## src/hw/rtl/scaled_dot_product_attention_2x2_macros.svh

```systemverilog
// ----------------------------------------------------------------------------
// assertion macros
// shared concurrent assertion forms for the attention block
// ----------------------------------------------------------------------------
`ifndef SCALED_DOT_PRODUCT_ATTENTION_2X2_MACROS_SVH
`define SCALED_DOT_PRODUCT_ATTENTION_2X2_MACROS_SVH

// same-cycle implication, disabled during reset
`define SDPA_ASSERT_IMP(lbl, clk, rstn, ante, cons) \
	lbl: assert property (@(posedge clk) disable iff (!rstn) (ante) |-> (cons)) \
		else $error("assertion failed");

// next-cycle implication, disabled during reset
`define SDPA_ASSERT_NXT(lbl, clk, rstn, ante, cons) \
	lbl: assert property (@(posedge clk) disable iff (!rstn) (ante) |=> (cons)) \
		else $error("assertion failed");

`endif

```

## src/hw/rtl/sdpa_pkg.sv

```systemverilog
// ----------------------------------------------------------------------------
// sdpa_pkg
// types, constants and helpers of the 2x2 attention block
// ----------------------------------------------------------------------------
package sdpa_pkg;

	localparam int FRAC_BITS = 12;

	localparam logic [16:0] W_ONE         = 17'h10000;
	localparam logic [15:0] INV_SQRT2_Q16 = 16'd46341;
	localparam logic [16:0] LOG2E_Q16     = 17'd94548;
	localparam logic [15:0] LN2_Q16       = 16'd45426;
	localparam int          EXP_TERMS     = 6;

	// width of the scaled score gap after rounding
	localparam int T_W = 49 - 2 * FRAC_BITS;

	// quotient bits of the reciprocal divider
	localparam int DIV_BITS = 17;

	// lane: products, sums, scale, log2e, ln2, two stages per exp term, den, divider, weight
	localparam int LANE_LAT = 5 + 2 * EXP_TERMS + 1 + DIV_BITS + 1;
	// lane plus two mixing stages
	localparam int PIPE_LAT = LANE_LAT + 2;

	typedef struct packed {
		logic signed [15:0] q_r0c0;
		logic signed [15:0] q_r0c1;
		logic signed [15:0] q_r1c0;
		logic signed [15:0] q_r1c1;
		logic signed [15:0] k_r0c0;
		logic signed [15:0] k_r0c1;
		logic signed [15:0] k_r1c0;
		logic signed [15:0] k_r1c1;
		logic signed [15:0] v_r0c0;
		logic signed [15:0] v_r0c1;
		logic signed [15:0] v_r1c0;
		logic signed [15:0] v_r1c1;
	} in_item_t;

	typedef struct packed {
		logic signed [15:0] out_r0c0;
		logic signed [15:0] out_r0c1;
		logic signed [15:0] out_r1c0;
		logic signed [15:0] out_r1c1;
	} out_item_t;

	typedef struct packed {
		logic signed [15:0] r0c0;
		logic signed [15:0] r0c1;
		logic signed [15:0] r1c0;
		logic signed [15:0] r1c1;
	} vmat_t;

	// truncating divide of a 16-bit value by a small constant, by reciprocal multiply
	function automatic logic [15:0] div_small(input logic [15:0] p, input int k);
		logic [33:0] pr;
		logic [15:0] r;
		pr = '0;
		case (k)
			1: r = p;
			2: r = p >> 1;
			3: begin
				pr = 34'(p) * 34'(43691);
				r  = 16'(pr >> 17);
			end
			4: r = p >> 2;
			5: begin
				pr = 34'(p) * 34'(52429);
				r  = 16'(pr >> 18);
			end
			6: begin
				pr = 34'(p) * 34'(43691);
				r  = 16'(pr >> 18);
			end
			default: r = p;
		endcase
		return r;
	endfunction

endpackage

```

## src/hw/rtl/sdpa_mix.sv

```systemverilog
// ----------------------------------------------------------------------------
// sdpa_mix
// merges the lane weights with the value rows into the rounded result
// ----------------------------------------------------------------------------
module sdpa_mix (
	input  logic                clk,
	input  logic                en,
	input  logic [16:0]         w0_r0,
	input  logic [16:0]         w0_r1,
	input  sdpa_pkg::vmat_t     v,
	output sdpa_pkg::out_item_t res
);

	logic signed [34:0] m00_s1, m01_s1, m10_s1, m11_s1;
	logic signed [15:0] b0_s1, b1_s1;

	// w0*v0 + (1-w0)*v1 = w0*(v0-v1) + v1
	function automatic logic signed [34:0] wmul(input logic [16:0] w,
		input logic signed [15:0] a, input logic signed [15:0] c);
		logic signed [16:0] d;
		d = 17'(a) - 17'(c);
		return 35'(signed'({1'b0, w}) * d);
	endfunction

	function automatic logic signed [15:0] rnd(input logic signed [34:0] p,
		input logic signed [15:0] base);
		logic signed [36:0] acc;
		acc = 37'(p) + (37'(base) <<< 16) + 37'sd32768;
		return 16'(acc >>> 16);
	endfunction

	always_ff @(posedge clk) begin
		if (en) begin
			m00_s1 <= wmul(w0_r0, v.r0c0, v.r1c0);
			m01_s1 <= wmul(w0_r0, v.r0c1, v.r1c1);
			m10_s1 <= wmul(w0_r1, v.r0c0, v.r1c0);
			m11_s1 <= wmul(w0_r1, v.r0c1, v.r1c1);
			b0_s1  <= v.r1c0;
			b1_s1  <= v.r1c1;
			res.out_r0c0 <= rnd(m00_s1, b0_s1);
			res.out_r0c1 <= rnd(m01_s1, b1_s1);
			res.out_r1c0 <= rnd(m10_s1, b0_s1);
			res.out_r1c1 <= rnd(m11_s1, b1_s1);
		end
	end

endmodule

```

## config.mk

```make
export PLATFORM = sky130hd
export DESIGN_NAME = sdpa_mix
export DESIGN_NICKNAME = d
export VERILOG_FILES = /design/src/hw/rtl/scaled_dot_product_attention_2x2_macros.svh /design/src/hw/rtl/sdpa_pkg.sv /design/src/hw/rtl/sdpa_mix.sv
export SDC_FILE = /design/constraint.sdc
export NUM_CORES = 2
export LEC_CHECK = 0
export ABC_AREA = 1
export BUFFER_PORTS_ARGS = -buffer_cell sky130_fd_sc_hd__buf_4
export CELL_PAD_IN_SITES_DETAIL_PLACEMENT = 1
export CELL_PAD_IN_SITES_GLOBAL_PLACEMENT = 2
export CORE_ASPECT_RATIO = 2
export CORE_UTILIZATION = 37
export DETAILED_ROUTE_END_ITERATION = 8
export PLACE_DENSITY_LB_ADDON = 0.1
export SETUP_SLACK_MARGIN = 0.15
export SYNTH_ARGS = -nofsm -noshare
export SYNTH_HDL_FRONTEND = slang
export SYNTH_SLANG_ARGS = --single-unit
```

## constraint.sdc

```tcl
create_clock -name clk -period 7.7 [get_ports clk]
set_input_delay 1.925 -clock clk [delete_from_list [all_inputs] [get_ports clk]]
set_output_delay 1.925 -clock clk [all_outputs]
set_load 0.03 [all_outputs]
```

=== Word-level counts from Yosys, hierarchy flattened ===
Index checks and enable logic that the tools add are counted.

* Register bits: 224
* Input port bits: 100
* Logic and storage cells: 24

* Add/subtract/negate cells: 10
* Multiply operators: 4

{| class="wikitable"
|+ Operators by type and width
! cell !! count
|-
| $add 32x17->32 const B || 4
|-
| $add 32x32->32 || 4
|-
| $mul 18x17->32 || 4
|-
| $sub 16x16->17 || 2
|}

=== Longest topological paths before layout ===
* Depth after elaboration: 2
* Gate-level depth with buffers: 43
* Depth with buffers taken out: 41

=== Worst setup path after synthesis ===
OpenSTA, ideal clock, no wires.

* Path kind: input to register
* From: input port v[32] (netlist name)
* To: register m11_s1[31], data pin
* Arrival: 8,010 ps
* Required time: 7,447 ps
* Slack: -563 ps
* Cell stages on the path: 34
* Buffers on the path: 1
* Path through: inv_1 ha_1 fa_1 inv_1 nand2_1 nand2_1 nand2_1 o21bai_1 or2_2 nand2_1 inv_2 buf_1 nand2_1 fa_1 inv_1 fa_1 inv_1 fa_1 inv_1 fa_1 fa_1 inv_1 fa_1 inv_1 ha_1 a21oi_1 o21a_1 nor3_1 nor2_1 or2_2 nand2_1 a21oi_1 nand3_1 nand2_1

* Word-level cells in the longest chain between the ends: 2

{| class="wikitable"
|+ RTL lines
! what !! RTL line !! text
|-
| from (decl) || sdpa_mix.sv:10 || <nowiki>input sdpa_pkg::vmat_t v,</nowiki>
|-
| $sub 16x16->17 || sdpa_mix.sv:21 || <nowiki>d = 17'(a) - 17'(c);</nowiki>
|-
| $mul 18x17->32 || sdpa_mix.sv:22 || <nowiki>return 35'(signed'({1'b0, w}) * d);</nowiki>
|-
| to (signal assigned) || sdpa_mix.sv:37 || <nowiki>m11_s1 <= wmul(w0_r1, v.r0c1, v.r1c1);</nowiki>
|-
| to (decl) || sdpa_mix.sv:14 || <nowiki>logic signed [34:0] m00_s1, m01_s1, m10_s1, m11_s1;</nowiki>
|}

Every way passes these cells.
A chain may end at the register's enable or synchronous reset.

=== Final worst setup path ===
* From: input port v[32] (netlist name)
* To: register m11_s1[27], data pin

Same word-level chain as after synthesis.

==> impl_metrics.yaml <==
worst_setup_path:
  critPathKind: "in2reg"
  worst_path_most_repeated_cell: "fa_1"
  ff2ff_path_depth: 11
  cp-end-kind: "register"
  cp-start-kind: "primary input"
  slowest_stage: "fa_1"
  cp_max_fo: 5
  r2r_end: "res[61]"
  cp.arrival_ns: 8.40
  r2r-start: "b0_s1[0]"
  max_stage_delay_ns: 0.56
  rrSetupSlack_ns: 4.72
  required_ns: 7.94
layout:
  final_common_cell: "inv_1"
  area_growth_pct: 31.7
  drive_above_1_share_pct: 27.4
  diodes: 0
  final_cell_mix: "inv_1 (1297), nand2_1 (905), fa_1 (851), buf_4 (832), nor2_1 (576)"
  final_cell_area_um2: 62000
  finalNetCount: 8100
  layout.cells.non_filler: 8273
  fillerInstances: 14800
run_status:
  status: "complete, but fails checks"
  violations: "setup timing"
clocking:
  insertion_delay_ns: 0.51
  max-clock-path-buffers: 2
  cts_hold_buf: 0
  clock_tree.root_cell: "clkbuf_16"
  numCtsBuffers: 17
  cts_max_level: 4
  cts_tree: "built"
  cts_sinks: 164
  path_clk_slew_ns: 0.07
worst_hold_path:
  holdCritStartpoint: "m10_s1[31]"
  holdPathStages: 2
  min_path_type: "reg2reg"
  min_to: "res[31]"
timing:
  rsz0062_at_grt: "true"
  min_period_ns: 8.16
  slew_viol_final: 0
  finClkSkew_ns: 0.0176
  setup_viol: 66
  finalCritPeriodShare_pct: 106
  fin_hold_ws_ns: 0.716
  slew_headroom_pct: 49.0
  hold_violations: 0
  worst-slew-pin-transition_ns: 0.765
  timing.fmax_mhz: 123
  fin_ws_ns: -0.457
synthesis:
  ys_warn_count: 0
  synth_area_um2: 47100
  synth_largest_area_cell: "fa_1"
  synth_area_leaders: "fa_1 (38%), ha_1 (14%), inv_1 (11%)"
  synth-seq-cells: 164
  avgSynthCellArea_um2: 8.20
  yosysTopAreaCellShare_pct: 38.2
  async_flop_share_pct: 0
  syn_nets: 7256
  synth-edff-count: 164
  synth.distinct_cells: 53
  synthFlopType: "edfxtp_1"
  synth_cells: 5742
  yosysSeqAreaShare_pct: 10.5
placement:
  dp_hpwl_um: 159000
  portBuffers: 163
  dpl.cell_count: 8097
  routabilityCongestion: 0.946
  dpl_cell_area_um2: 56500
floorplan:
  fp.coreArea_um2: 126000
  die_w_um: 254
  start_util_pct: 37.4
  rows: 184
  die_area_um2: 129000
  ioPinCount: 164
  die-height_um: 506
detailed_routing:
  antenna_left: 0
  num_vias: 41400
  wirelength_um: 188000
  drt-initial-drc-count: 1466
  routedWlPerCell_um: 22.8
  post_drt_via_cell_ratio: 5.01
  first_pass_iters: 5
  drc: 0
grt:
  track_usage_pct: 29.9
  grt_pass1_wl_um: 281000
  grt_overflow: 0
  antenna_found_initial: 1
  grt_pass1_vias: 48200
  grt_max_degree: 88
job:
  cap_violations: 0
## per-layer routing
layer,routed length [um],track usage [%],part of all wire (%)
met2,104000,57.9,55
met4,17600,22.5,9.3
met1,61300,28.5,33
met5,12,0,0.0064
met3,5080,2.67,2.7
## kinds of logic (layout without fill, tap and decap cells)
family	after synthesis	after routing	synth area share [%]
adder cells (fa/ha/maj)	1414	1414	51.9
buffers and inverters	1635	2491	13.4
AO/OA/AOI/OAI	402	402	4.87
XOR/XNOR	127	127	2.40
AND/OR/NAND/NOR	2000	2001	17.0
flip-flops	164	164	10.5
## Yosys cell counts (all sizes together), types with 14 or more instances
cell type / instances
clkinv: 15
nand3: 164
or2: 22
ha: 516
edfxtp: 164
xnor2: 42
fa: 898
a21o: 18
nor3: 31
buf: 47
a31oi: 14
o21ai: 100
nor2: 676
inv: 1428
clkbuf: 145
nand2: 1074
xor2: 85
o21bai: 17
a21oi: 211
## cell type report
type                       count  area (um2)  share of cell area (%)
multi-input combinational   3944       39800                    64.2
inverter                    1443        5520                    8.90
tap                         1674        2090                    3.38
clock inverter                15         205                   0.331
clock buffer                  17         425                   0.686
timing repair buffer        1015        9000                    14.5
sequential                   164        4920                    7.95
timing repair inverter         1        8.76                  0.0141
## critical path: cells and delay by family
family,cells,cell delay [ns]
fa+ha+maj,9,3.78
compound gates,6,0.92
buf+inv,10,0.82
simple gates,9,0.76
xor+xnor,1,0.18
## timing repair
item	in CTS	in global routing
gates resized for setup	501	402
pin swaps	265	259
endpoints found under the setup margin	68	68
gates cloned	1	5
setup buffers	92	46
endpoints found under the hold margin	0	0
## registers in the layout (all words and copies together), names as in the netlist
name    flops
b0_s1      16
b1_s1      16
m00_s1     17
m01_s1     17
m10_s1     17
m11_s1     17
res        64
## through the flow
step / setup TNS (ns) / worst slack [ns] / util, %
finish: -15.36 / -0.457 / 49.2
global route: -30.62 / -0.742 / 49.2
floorplan: -4.28 / -0.265 / -
detailed placement: -64.97 / -1.36 / 44.9
CTS: -16.78 / -0.459 / 47.6
global placement: -61.24 / -1.36 / 44.9
## how the worst max path moves through the flow
stage	startpoint	end	slack, ns	depth (start not counted)
floorplan	v[48]	m00_s1[29]	-0.27	28
global placement	v[6]	m11_s1[27]	-1.36	32
detailed placement	v[32]	m11_s1[27]	-1.36	36
CTS	v[32]	m11_s1[27]	-0.46	38
global route	v[32]	m01_s1[29]	-0.74	37
finish	v[32]	m11_s1[27]	-0.46	35
Power is not shown: default switching activity piles up to over one toggle a cycle in this logic, so the estimate is an artifact.
